[src/hdl/itp_pkg.sv]
// Shared types, character codes and precedence helpers for the infix-to-postfix converter.
package itp_pkg;

  localparam int SYM_W = 8;

  typedef logic [SYM_W-1:0] sym_t;
  typedef logic [2:0]       prec_t;

  typedef enum logic [1:0] {
    ST_IDLE,
    ST_EVAL,
    ST_MARK
  } state_t;

  typedef enum logic [1:0] {
    OP_FLUSH,
    OP_CLOSE,
    OP_OPER
  } op_t;

  localparam sym_t CH_CARET = 8'h5E;
  localparam sym_t CH_STAR  = 8'h2A;
  localparam sym_t CH_SLASH = 8'h2F;
  localparam sym_t CH_PLUS  = 8'h2B;
  localparam sym_t CH_MINUS = 8'h2D;
  localparam sym_t CH_OPEN  = 8'h28;
  localparam sym_t CH_CLOSE = 8'h29;

  // Precedence shifted up by one so that "anything else" is the lowest code.
  localparam prec_t PREC_NONE = 3'd0;
  localparam prec_t PREC_ADD  = 3'd2;
  localparam prec_t PREC_MUL  = 3'd3;
  localparam prec_t PREC_POW  = 3'd4;

  function automatic prec_t prec_of(input sym_t c);
    prec_t p;
    if (c == CH_CARET) p = PREC_POW;
    else if (c == CH_STAR || c == CH_SLASH) p = PREC_MUL;
    else if (c == CH_PLUS || c == CH_MINUS) p = PREC_ADD;
    else p = PREC_NONE;
    return p;
  endfunction

  function automatic logic is_operand(input sym_t c);
    return (c >= 8'h41 && c <= 8'h5A) || (c >= 8'h61 && c <= 8'h7A) ||
           (c >= 8'h30 && c <= 8'h39);
  endfunction

endpackage

[src/hdl/itp_if.sv]
// Valid/ready channel interfaces for the infix input and postfix output streams.
interface itp_sym_if;
  logic                   valid;
  logic                   ready;
  logic                   mode;
  logic [itp_pkg::SYM_W-1:0] symbol;

  modport source (output valid, output mode, output symbol, input ready);
  modport sink   (input valid, input mode, input symbol, output ready);
endinterface

interface itp_post_if;
  logic                   valid;
  logic                   ready;
  logic [itp_pkg::SYM_W-1:0] out_symbol;
  logic                   has_symbol;
  logic                   run_last;
  logic                   expression_done;
  logic                   error;

  modport source (output valid, output out_symbol, output has_symbol, output run_last,
                  output expression_done, output error, input ready);
  modport sink   (input valid, input out_symbol, input has_symbol, input run_last,
                  input expression_done, input error, output ready);
endinterface

[src/hdl/itp_ram.sv]
// Generic simple dual-port RAM with one write port and a registered read port.
module itp_ram #(
  parameter int WIDTH = 8,
  parameter int DEPTH = 32
) (
  input  logic                     clk,
  input  logic                     we,
  input  logic [$clog2(DEPTH)-1:0] waddr,
  input  logic [WIDTH-1:0]         wdata,
  input  logic                     re,
  input  logic [$clog2(DEPTH)-1:0] raddr,
  output logic [WIDTH-1:0]         rdata
);

  logic [WIDTH-1:0] mem [DEPTH];

  always_ff @(posedge clk) begin
    if (we) begin
      mem[waddr] <= wdata;
    end
    if (re) begin
      rdata <= mem[raddr];
    end
  end

endmodule

[src/hdl/infix_to_postfix_converter_unit.sv]
// Shunting-yard infix-to-postfix converter with the operator stack held in a RAM.
// An operand, or the marker of an empty flush, is on the output register the cycle after its
// transfer; popped symbols follow from ST_EVAL, behind the stack RAM read.
// Operands, pushes and an empty flush finish in ST_IDLE, the only state that takes symbols;
// each popped symbol, the matching '(' and a flush's done marker need their own step; stalls add more.
// Reset clears the FSM, stack count, error latch and output valid; the stack RAM is not cleared.
module infix_to_postfix_converter_unit #(
  parameter int STACK_DEPTH = 32
) (
  input  logic              clk,
  input  logic              rst,
  itp_sym_if.sink           symbols,
  itp_post_if.source        postfix
);

  localparam int CNT_W  = $clog2(STACK_DEPTH + 1);
  localparam int ADDR_W = $clog2(STACK_DEPTH);

  itp_pkg::state_t state, state_next;
  itp_pkg::op_t    op, op_next;
  itp_pkg::sym_t   cur, cur_next;
  itp_pkg::prec_t  cur_prec, cur_prec_next;
  itp_pkg::sym_t   top, top_next;
  logic [CNT_W-1:0] count, count_next;
  logic            err, err_next;

  logic            ov;
  itp_pkg::sym_t   o_sym;
  logic            o_has, o_last, o_done, o_err;

  logic            emit;
  itp_pkg::sym_t   e_sym;
  logic            e_has, e_last, e_done;

  logic              ram_we, ram_re;
  logic [ADDR_W-1:0] ram_waddr, ram_raddr;
  itp_pkg::sym_t     ram_wdata, ram_rdata;

  logic             out_free;
  logic             accept;
  logic [CNT_W-1:0] cnt_m1, cnt_m2, cnt_m3;
  logic             cnt_one, cnt_zero, cnt_full;

  assign out_free = !ov || postfix.ready;
  assign accept   = symbols.valid && out_free && (state == itp_pkg::ST_IDLE);
  assign cnt_m1   = count - CNT_W'(1);
  assign cnt_m2   = count - CNT_W'(2);
  assign cnt_m3   = count - CNT_W'(3);
  assign cnt_one  = (count == CNT_W'(1));
  assign cnt_zero = (count == '0);
  assign cnt_full = (count == CNT_W'(STACK_DEPTH));

  itp_ram #(
    .WIDTH (itp_pkg::SYM_W),
    .DEPTH (STACK_DEPTH)
  ) u_stack (
    .clk   (clk),
    .we    (ram_we),
    .waddr (ram_waddr),
    .wdata (ram_wdata),
    .re    (ram_re),
    .raddr (ram_raddr),
    .rdata (ram_rdata)
  );

  always_comb begin
    itp_pkg::prec_t in_prec;
    logic           more;

    in_prec       = itp_pkg::prec_of(symbols.symbol);
    more          = 1'b0;
    state_next    = state;
    op_next       = op;
    cur_next      = cur;
    cur_prec_next = cur_prec;
    top_next      = top;
    count_next    = count;
    err_next      = err;
    emit          = 1'b0;
    e_sym         = '0;
    e_has         = 1'b0;
    e_last        = 1'b0;
    e_done        = 1'b0;
    ram_we        = 1'b0;
    ram_waddr     = count[ADDR_W-1:0];
    ram_wdata     = symbols.symbol;
    ram_re        = 1'b0;
    ram_raddr     = cnt_m2[ADDR_W-1:0];
    symbols.ready = 1'b0;

    case (state)
      itp_pkg::ST_IDLE: begin
        symbols.ready = out_free;
        if (accept) begin
          cur_next      = symbols.symbol;
          cur_prec_next = in_prec;
          if (symbols.mode) begin
            if (cnt_zero) begin
              emit     = 1'b1;
              e_last   = 1'b1;
              e_done   = 1'b1;
              err_next = 1'b0;
            end else begin
              op_next    = itp_pkg::OP_FLUSH;
              ram_re     = 1'b1;
              state_next = itp_pkg::ST_EVAL;
            end
          end else if (itp_pkg::is_operand(symbols.symbol)) begin
            emit   = 1'b1;
            e_sym  = symbols.symbol;
            e_has  = 1'b1;
            e_last = 1'b1;
          end else if (symbols.symbol == itp_pkg::CH_CLOSE) begin
            if (cnt_zero) begin
              err_next = 1'b1;
            end else begin
              op_next    = itp_pkg::OP_CLOSE;
              ram_re     = 1'b1;
              state_next = itp_pkg::ST_EVAL;
            end
          end else if (symbols.symbol != itp_pkg::CH_OPEN && !cnt_zero &&
                       in_prec <= itp_pkg::prec_of(top)) begin
            op_next    = itp_pkg::OP_OPER;
            ram_re     = 1'b1;
            state_next = itp_pkg::ST_EVAL;
          end else if (cnt_full) begin
            // overflow: drop the character
            err_next = 1'b1;
          end else begin
            ram_we     = 1'b1;
            top_next   = symbols.symbol;
            count_next = count + CNT_W'(1);
          end
        end
      end

      itp_pkg::ST_EVAL: begin
        // top holds entry count-1, ram_rdata holds entry count-2
        ram_raddr = cnt_m3[ADDR_W-1:0];
        case (op)
          itp_pkg::OP_FLUSH: begin
            if (out_free) begin
              emit       = 1'b1;
              e_sym      = top;
              e_has      = 1'b1;
              count_next = cnt_m1;
              top_next   = ram_rdata;
              if (cnt_one) begin
                state_next = itp_pkg::ST_MARK;
              end else begin
                ram_re = 1'b1;
              end
            end
          end

          itp_pkg::OP_CLOSE: begin
            if (top == itp_pkg::CH_OPEN) begin
              // matching paren: discard it quietly
              count_next = cnt_m1;
              top_next   = ram_rdata;
              state_next = itp_pkg::ST_IDLE;
            end else if (out_free) begin
              emit       = 1'b1;
              e_sym      = top;
              e_has      = 1'b1;
              e_last     = cnt_one || (ram_rdata == itp_pkg::CH_OPEN);
              count_next = cnt_m1;
              top_next   = ram_rdata;
              if (cnt_one) begin
                err_next   = 1'b1;
                state_next = itp_pkg::ST_IDLE;
              end else begin
                ram_re = 1'b1;
              end
            end
          end

          itp_pkg::OP_OPER: begin
            if (out_free) begin
              more       = !cnt_one && (cur_prec <= itp_pkg::prec_of(ram_rdata));
              emit       = 1'b1;
              e_sym      = top;
              e_has      = 1'b1;
              e_last     = !more;
              count_next = cnt_m1;
              top_next   = ram_rdata;
              if (more) begin
                ram_re = 1'b1;
              end else begin
                // pop and push in one step: the freed slot takes the new operator
                ram_we     = 1'b1;
                ram_waddr  = cnt_m1[ADDR_W-1:0];
                ram_wdata  = cur;
                top_next   = cur;
                count_next = count;
                state_next = itp_pkg::ST_IDLE;
              end
            end
          end

          default: begin
            state_next = itp_pkg::ST_IDLE;
          end
        endcase
      end

      itp_pkg::ST_MARK: begin
        if (out_free) begin
          emit       = 1'b1;
          e_last     = 1'b1;
          e_done     = 1'b1;
          err_next   = 1'b0;
          count_next = '0;
          state_next = itp_pkg::ST_IDLE;
        end
      end

      default: begin
        state_next = itp_pkg::ST_IDLE;
      end
    endcase
  end

  always_ff @(posedge clk) begin
    if (rst) begin
      state <= itp_pkg::ST_IDLE;
      count <= '0;
      err   <= 1'b0;
      ov    <= 1'b0;
    end else begin
      state <= state_next;
      count <= count_next;
      err   <= err_next;
      if (emit) begin
        ov <= 1'b1;
      end else if (postfix.ready) begin
        ov <= 1'b0;
      end
    end
  end

  always_ff @(posedge clk) begin
    op       <= op_next;
    cur      <= cur_next;
    cur_prec <= cur_prec_next;
    top      <= top_next;
    if (emit) begin
      o_sym  <= e_sym;
      o_has  <= e_has;
      o_last <= e_last;
      o_done <= e_done;
      o_err  <= err;
    end
  end

  assign postfix.valid           = ov;
  assign postfix.out_symbol      = o_sym;
  assign postfix.has_symbol      = o_has;
  assign postfix.run_last        = o_last;
  assign postfix.expression_done = o_done;
  assign postfix.error           = o_err;

endmodule

[src/flat_wrapper.sv]
// flat-port wrapper written by rule: the top's interface ports become plain ports
module infix_to_postfix_converter_unit_flat 
#(
  parameter int STACK_DEPTH = 32
)
  (clk, rst, symbols_valid, symbols_mode, symbols_symbol, symbols_ready, postfix_valid, postfix_out_symbol, postfix_has_symbol, postfix_run_last, postfix_expression_done, postfix_error, postfix_ready);
  itp_sym_if symbols_i ();
  itp_post_if postfix_i ();
  input  logic clk;
  input  logic rst;
  input wire logic [$bits(symbols_i.valid)-1:0] symbols_valid;
  input wire logic [$bits(symbols_i.mode)-1:0] symbols_mode;
  input wire logic [$bits(symbols_i.symbol)-1:0] symbols_symbol;
  output wire logic [$bits(symbols_i.ready)-1:0] symbols_ready;
  output wire logic [$bits(postfix_i.valid)-1:0] postfix_valid;
  output wire logic [$bits(postfix_i.out_symbol)-1:0] postfix_out_symbol;
  output wire logic [$bits(postfix_i.has_symbol)-1:0] postfix_has_symbol;
  output wire logic [$bits(postfix_i.run_last)-1:0] postfix_run_last;
  output wire logic [$bits(postfix_i.expression_done)-1:0] postfix_expression_done;
  output wire logic [$bits(postfix_i.error)-1:0] postfix_error;
  input wire logic [$bits(postfix_i.ready)-1:0] postfix_ready;
  assign symbols_i.valid = symbols_valid;
  assign symbols_i.mode = symbols_mode;
  assign symbols_i.symbol = symbols_symbol;
  assign symbols_ready = symbols_i.ready;
  assign postfix_valid = postfix_i.valid;
  assign postfix_out_symbol = postfix_i.out_symbol;
  assign postfix_has_symbol = postfix_i.has_symbol;
  assign postfix_run_last = postfix_i.run_last;
  assign postfix_expression_done = postfix_i.expression_done;
  assign postfix_error = postfix_i.error;
  assign postfix_i.ready = postfix_ready;
  infix_to_postfix_converter_unit #(.STACK_DEPTH(STACK_DEPTH)) u_core (.clk(clk), .rst(rst), .symbols(symbols_i), .postfix(postfix_i));
endmodule
[config.mk]
export PLATFORM = sky130hd
export DESIGN_NAME = infix_to_postfix_converter_unit_flat
export DESIGN_NICKNAME = d
export VERILOG_FILES = /design/src/hdl/itp_pkg.sv /design/src/hdl/itp_if.sv /design/src/hdl/itp_ram.sv /design/src/hdl/infix_to_postfix_converter_unit.sv /design/src/flat_wrapper.sv
export SDC_FILE = /design/constraint.sdc
export NUM_CORES = 1
export LEC_CHECK = 0
export BUFFER_PORTS_ARGS = -buffer_cell sky130_fd_sc_hd__buf_2
export CAP_MARGIN = 20
export CORE_MARGIN = 8
export CORE_UTILIZATION = 45
export DETAILED_ROUTE_END_ITERATION = 10
export HOLD_SLACK_MARGIN = 0.02
export PLACE_DENSITY = 0.67
export SLEW_MARGIN = 5
export SYNTH_ARGS = -nofsm -noshare
export SYNTH_HDL_FRONTEND = slang
export SYNTH_SLANG_ARGS = --single-unit
[constraint.sdc]
create_clock -name clk -period 4.1 [get_ports clk]
set_input_delay 0.82 -clock clk [delete_from_list [all_inputs] [get_ports clk]]
set_output_delay 0.82 -clock clk [all_outputs]
set_load 0.005 [all_outputs]
==> results of run 1 <==
[per-stage QoR]
stage,instances,total power (W),utilization,instance area (um^2)
2_1_floorplan,852,0.00688,-,14000
3_3_place_gp,1263,0.00785,0.478,14600
3_5_place_dp,1263,0.00789,0.478,14600
4_1_cts,1320,0.0107,0.512,15700
5_1_grt,1320,0.0112,0.512,15700
6_report,1320,0.0107,0.512,15700
[layer usage]
metal,wire length [um],track usage,vias up,part of all wire
li1,-,-,3544,-
met1,14100,0.247,4020,0.44
met2,15200,0.274,349,0.47
met3,1940,0.0290,62,0.060
met4,989,0.0579,0,0.031
met5,0,0,-,0
[logic make-up (layout without fill, tap and decap cells)]
kind of cell / count (synthesis) / after routing
adder cells (fa/ha/maj): 22 / 22
buffers and inverters: 64 / 136
multiplexers: 109 / 109
AO/OA/AOI/OAI: 139 / 139
XOR/XNOR: 12 / 12
AND/OR/NAND/NOR: 199 / 199
flip-flops: 307 / 307
[worst max path at each step]
stage	from	to	slack (ns)
6_report	u_core.u_stack.rdata[0]	u_core.u_stack.mem[9][5]	0.34
5_1_grt	u_core.u_stack.rdata[0]	u_core.u_stack.mem[9][4]	0.07
2_1_floorplan	symbols_symbol[4]	u_core.u_stack.mem[29][0]	0.44
3_3_place_gp	symbols_symbol[4]	u_core.u_stack.mem[28][6]	0.24
3_5_place_dp	symbols_symbol[4]	u_core.u_stack.mem[25][1]	0.15
4_1_cts	u_core.u_stack.rdata[0]	u_core.u_stack.mem[10][2]	0.27
[sequential cells by signal, summed over array words and instances, names as in the netlist]
signal,cells
u_core.postfix.has_symbol,1
u_core.postfix.expression_done,1
u_core.count,6
u_core.u_stack.mem,256
u_core.postfix.error,1
u_core.postfix.valid,1
u_core.postfix.run_last,1
u_core.u_stack.rdata,8
u_core.cur,8
u_core.op,2
u_core.cur_prec,3
u_core.state,2
u_core.err,1
u_core.top,8
u_core.postfix.out_symbol,8
[Yosys cell counts (all sizes together), types with 3 or more instances]
| library cell | n | area [um^2] |
|---|---|---|
| a31oi | 9 | 123 |
| a221oi | 9 | 78.8 |
| nor2b | 8 | 50.1 |
| o2bb2ai | 9 | 78.8 |
| nand4 | 11 | 68.8 |
| dfxtp | 10 | 200 |
| inv | 20 | 75.1 |
| nor2 | 68 | 265 |
| edfxtp | 297 | 8920 |
| a22o | 15 | 131 |
| a32o | 3 | 31.3 |
| nand3 | 12 | 60.1 |
| nor4 | 3 | 40.0 |
| a221o | 9 | 90.1 |
| and2 | 3 | 18.8 |
| clkbuf | 19 | 75.1 |
| and3 | 6 | 37.5 |
| o21ai | 13 | 68.8 |
| a21oi | 17 | 100 |
| mux4 | 64 | 1440 |
| xor2 | 3 | 26.3 |
| nand2b | 5 | 31.3 |
| o211ai | 3 | 27.5 |
| ha | 22 | 275 |
| or2 | 4 | 25.0 |
| o31ai | 7 | 52.6 |
| nor3 | 12 | 87.6 |
| buf | 25 | 179 |
| a32oi | 5 | 43.8 |
| xnor2 | 9 | 116 |
| nand2 | 55 | 206 |
| mux2i | 44 | 440 |
| a211oi | 8 | 77.6 |
| a21o | 5 | 37.5 |
[worst max-delay path: stages, from the launching register on]
cell and delay (ns):
edfxtp_1 0.51, nor4bb_1 0.31, nand4_1 0.16, ha_1 0.33, nand3_1 0.10, o311ai_2 0.17, buf_4 0.20, nand2_1 0.08
nand4_1 0.31, o2bb2ai_1 0.39, nand2_1 0.27, nor2_1 0.58
[placed cells by master (no fill, tap or decap), types with 10 or more instances in the layout]
cell type	Yosys	final
a21oi_1	15	15
a22o_1	15	15
buf_2	14	26
buf_4	3	30
clkbuf_16	0	31
dfxtp_1	10	10
edfxtp_1	297	297
ha_1	22	22
inv_1	19	19
mux2i_1	44	44
mux4_2	64	64
nand2_1	55	55
nand3_1	12	12
nand4_1	11	11
nor2_1	66	66
[power groups by stage]
stage                     logic, W  registers (W)  clock network, W
after detailed placement   0.00385        0.00404                 0
after CTS                  0.00386        0.00398           0.00290
after floorplan            0.00290        0.00399                 0
after global placement     0.00381        0.00403                 0
final                      0.00385        0.00398           0.00286
after global routing       0.00414        0.00400           0.00302
[area by class of cell]
type                            count  area (um^2)  share of cell area
Sequential cell                   307         9120               0.582
Multi-Input combinational cell    481         4520               0.289
Clock buffer                       36          795              0.0507
Tap cell                          396          495              0.0316
Timing Repair Buffer               59          415              0.0265
Clock inverter                     21          241              0.0154
Inverter                           20         75.1             0.00479
==> flow_metrics.tcl, run 1 <==
set metrics [dict create \
    synth-compound-area-share 0.0862 \
    synth_simple_gate_area_share 0.0721 \
    wirelength_um 32300 \
    cts.sink_count 307 \
    hold_end "u_core.postfix.error" \
    h-tree-depth 1 \
    worst_pin_slew_ns 0.899 \
    die_h_um 192 \
    slew_viol_final 0 \
    clockBufferDepth 3 \
    cts_buffers 31 \
    ys.flop_type "edfxtp_1" \
    r2r_end "u_core.u_stack.mem[9][5]" \
    clk_pin_slew_ns 0.06 \
    power_leakage_nw 5.20 \
    routabilityCongestion 0.885 \
    hp-class "reg -> reg" \
    insertion_delay_ns 0.58 \
    min_path_cells 0 \
    pwr-share-seq 0.372 \
    cap_viol_max_count 0 \
    grt_pass1_wl_um 49100 \
    internal_power_w 0.00717 \
    fillers 2502 \
    timing_worst_setup_path_type "reg -> reg" \
    synth_adder_area_share 0.0197 \
    crit_arrival_ns 3.97 \
    io_buffers 26 \
    grt_pass1_vias 7885 \
    die-area_um2 36900 \
    drtPass1Iterations 5 \
    worstSetupStartpointType "flop" \
    cp-end-kind "flop" \
    grt_max_degree 65 \
    rrSetupSlack_ns 0.34 \
    synthXorXnorAreaFrac 0.0102 \
    synthArstFlopShare 0 \
    diodes 0 \
    drt_first_iter_violations 907 \
    swShare 0.330 \
    drive_above_1_share 0.219 \
    hold_start "u_core.err" \
    relSlewSlack 0.399 \
    avgSynthCellArea_um2 16.4 \
    power_frac_comb 0.360 \
    syn_area_um2 14000 \
    ctsResizeCount 0 \
    setup_ws_ns 0.337 \
    fin_crit_ns 3.76 \
    final_hold_viol_count 0 \
    drc 0 \
    cts_hold_buf 0 \
    routed_via_density 6.04 \
    finClkSkew_ns 0.0202 \
    ys_ff_latch 307 \
    power.switching_w 0.00352 \
    antenna_left 0 \
    finalSetupTns_ns 0 \
    regToRegStartpoint "u_core.u_stack.rdata[0]" \
    dp_hpwl_um 21100 \
    antenna_found_initial 0 \
    hold_ws_ns 0.444 \
    synth_edf_count 297 \
    core_area_um2 30600 \
    die_w_um 192 \
    setup_viol 0 \
    io_pins 27 \
    timing.fmax_ghz 0.266 \
    muxShareOfSynthArea 0.136 \
    syn_to_final_growth_pct 12.1 \
    finalCritPeriodShare 0.918 \
    ys_types 87 \
    clkPwrFrac 0.268 \
    grt_usage 0.175 \
    wire_per_inst_um 24.4 \
    vdd_drop_max_uv 489 \
    synth_top_family_by_area "multiplexers" \
    seq_area_frac_synth 0.653 \
    yosys_warnings 0 \
    reg2reg_depth 11 \
    cts_tree "built" \
    vias 7975 \
    cts_setup_buffers 0 \
    start_util 0.457 \
    cp_max_fo 8 \
    overflow 0 \
    syn-num-nets 887 \
    status "completed" \
    nets 935 \
    rows 64 \
    required_ns 4.31 \
    post-place-ws_ns 0.146 \
    power.density_nw_per_um2 682 \
    cts_root_buf "clkbuf_16" \
    syn-instance-count 852 \
    rsz0062_at_grt "no" \
]
(Power assumes the default switching activity.)
==> run 2, diff against run 1 <==
BUFFER_PORTS_ARGS = -buffer_cell sky130_fd_sc_hd__buf_4   (was -buffer_cell sky130_fd_sc_hd__buf_2)
==> run 2 against run 1 <==
- fmax is 0.48% higher
- total power is 0.27% higher
- clock power hardly changed
- register-to-register slack better by 0.02 ns
- count of clock-buffer cells in the layout stayed put
- critical endpoint is now u_core.u_stack.mem[1][5]
- largest power group unchanged
==> flow_metrics.tcl, run 2 (synthesized netlist as in run 1, its figures left out) <==
set metrics [dict create \
    status "completed" \
    hold_end "u_core.postfix.error" \
    rsz0062_at_grt "no" \
    multi_input_area_um2 4520 \
    drt_first_iter_violations 896 \
    cp_max_fo 9 \
    seq_area_um2 9120 \
    final_hold_viol_count 0 \
    drc 0 \
    swShare 0.325 \
    cts_tree "built" \
    insertion_delay_ns 0.57 \
    crit_arrival_ns 3.94 \
    clkPwrFrac 0.268 \
    routabilityCongestion 0.854 \
    wirelength_um 32400 \
    clk_pin_slew_ns 0.06 \
    fin_crit_ns 3.74 \
    grt_max_degree 65 \
    slowest_stage "nor2_1" \
    min_path_cells 0 \
    slew_viol_final 0 \
    clockBufferDepth 3 \
    largest_register_ffs 256 \
    finClkSkew_ns 0.0166 \
    vias 7970 \
    h-tree-depth 1 \
    diodes 0 \
    pwr-share-seq 0.371 \
    nets 934 \
    drtPass1Iterations 5 \
    cap_viol_max_count 0 \
    regToRegStartpoint "u_core.u_stack.rdata[0]" \
    dp_hpwl_um 21100 \
    fillers 2478 \
    routed_via_density 6.04 \
    syn_to_final_growth_pct 12.5 \
    start_util 0.457 \
    cts_setup_buffers 0 \
    rows 64 \
    power_leakage_nw 5.23 \
    r2r_end "u_core.u_stack.mem[1][5]" \
    io_pins 27 \
    rrSetupSlack_ns 0.36 \
    critical_path.top_delay_family "simple AND/OR/NAND/NOR gates" \
    required_ns 4.30 \
    finalCritPeriodShare 0.913 \
    total_power_w 0.0107 \
    cts_root_buf "clkbuf_16" \
    internal_power_w 0.00723 \
    grt_pass1_wl_um 50000 \
    top_register "u_core.u_stack.mem" \
    timing.fmax_ghz 0.267 \
    antenna_found_initial 0 \
    grt_usage 0.177 \
    grt_pass1_vias 7999 \
    power.switching_w 0.00348 \
    timing_worst_setup_path_type "reg -> reg" \
    die-area_um2 36900 \
    power.density_nw_per_um2 682 \
    relSlewSlack 0.382 \
    die_w_um 192 \
    mostFrequentLayoutCells "edfxtp_1 (297), nor2_1 (66), mux4_2 (64)" \
    layout_commonest_cell "edfxtp_1" \
    reg2reg_depth 12 \
    core_area_um2 30600 \
    worstSetupStartpointType "flop" \
    cts.sink_count 307 \
    power_frac_comb 0.360 \
    wire_per_inst_um 24.6 \
    overflow 0 \
    worst_pin_slew_ns 0.925 \
    cp_slowest_stage_delay_ns 0.55 \
    cp-end-kind "flop" \
    io_buffers 26 \
    hold_start "u_core.err" \
    drive_above_1_share 0.215 \
    cts_buffers 31 \
    die_h_um 192 \
    worstPathCellList "nor4bb_1 -> nand4_1 -> ha_1 -> nand3_1 -> o311ai_2 -> buf_4 -> nand2_1 -> nand4_1 -> buf_4 -> o32a_1 -> or2_2 -> nor2_1" \
    setup_viol 0 \
    path_buf_inv 2 \
    cts_hold_buf 0 \
    ctsResizeCount 0 \
    hp-class "reg -> reg" \
    vdd_drop_max_uv 477 \
    finalSetupTns_ns 0 \
    antenna_left 0 \
]
==> run 2: changes by cell type in the layout (fill, tap and decap cells not counted), sizes merged <==
cell      before  now
clkinv        11   14
clkinvlp       3    1
inv           23   21
buf           59   58
bufinv         4    5
==> run 2: worst register-to-register path, stage by stage (launching register included) <==
cell	delay, ns
edfxtp_1	0.51
nor4bb_1	0.35
nand4_1	0.14
ha_1	0.32
nand3_1	0.10
o311ai_2	0.17
buf_4	0.20
nand2_1	0.08
nand4_1	0.16
buf_4	0.23
o32a_1	0.23
or2_2	0.34
nor2_1	0.55
==> run 2: stage by stage <==
| step | util | std cells | setup WS, ns | instance area (um^2) | hold slack, ns |
|---|---|---|---|---|---|
| 6_report | 0.514 | 1319 | 0.355 | 15700 | 0.448 |
| 2_1_floorplan | - | 852 | 0.439 | 14000 | 0.408 |
| 3_3_place_gp | 0.480 | 1262 | 0.213 | 14700 | 0.433 |
| 5_1_grt | 0.514 | 1319 | 0.128 | 15700 | 0.467 |
| 3_5_place_dp | 0.480 | 1262 | 0.147 | 14700 | 0.429 |
| 4_1_cts | 0.514 | 1319 | 0.344 | 15700 | 0.448 |
==> run 2: final cells by class <==
type / instances / share of cell area
multi-input combinational: 481 / 0.288
timing repair buffer: 58 / 0.0293
tap: 396 / 0.0315
clock buffer: 36 / 0.0505
sequential: 307 / 0.580
clock inverter: 21 / 0.0159
inverter: 20 / 0.00478
==> run 2: worst max path at each step <==
stage / start / endpoint / slack, ns / depth (start not counted)
finish: u_core.u_stack.rdata[0] / u_core.u_stack.mem[1][5] / 0.36 / 12
global route: u_core.top[4] / u_core.u_stack.mem[15][4] / 0.13 / 12
CTS: u_core.top[4] / u_core.u_stack.mem[14][0] / 0.34 / 12
detailed placement: symbols_symbol[4] / u_core.u_stack.mem[12][0] / 0.15 / 13
global placement: symbols_symbol[4] / u_core.u_stack.mem[8][3] / 0.21 / 13
floorplan: symbols_symbol[4] / u_core.u_stack.mem[29][0] / 0.44 / 12
==> run 2: power groups by stage <==
stage	Sequential, W	Combinational, W	Clock, W
6_report	0.00398	0.00386	0.00288
5_1_grt	0.00400	0.00418	0.00304
4_1_cts	0.00398	0.00388	0.00292
3_5_place_dp	0.00404	0.00388	0
3_3_place_gp	0.00403	0.00385	0
2_1_floorplan	0.00399	0.00290	0
==> run 2: routing by layer <==
layer / share of wire / vias to the layer above / wire length, um / global-route usage
met4: 0.020 / 0 / 663 / 0.0429
met5: 0 / - / 0 / 0
li1: - / 3527 / - / -
met1: 0.44 / 4098 / 14400 / 0.249
met2: 0.48 / 296 / 15500 / 0.286
met3: 0.060 / 49 / 1930 / 0.0269
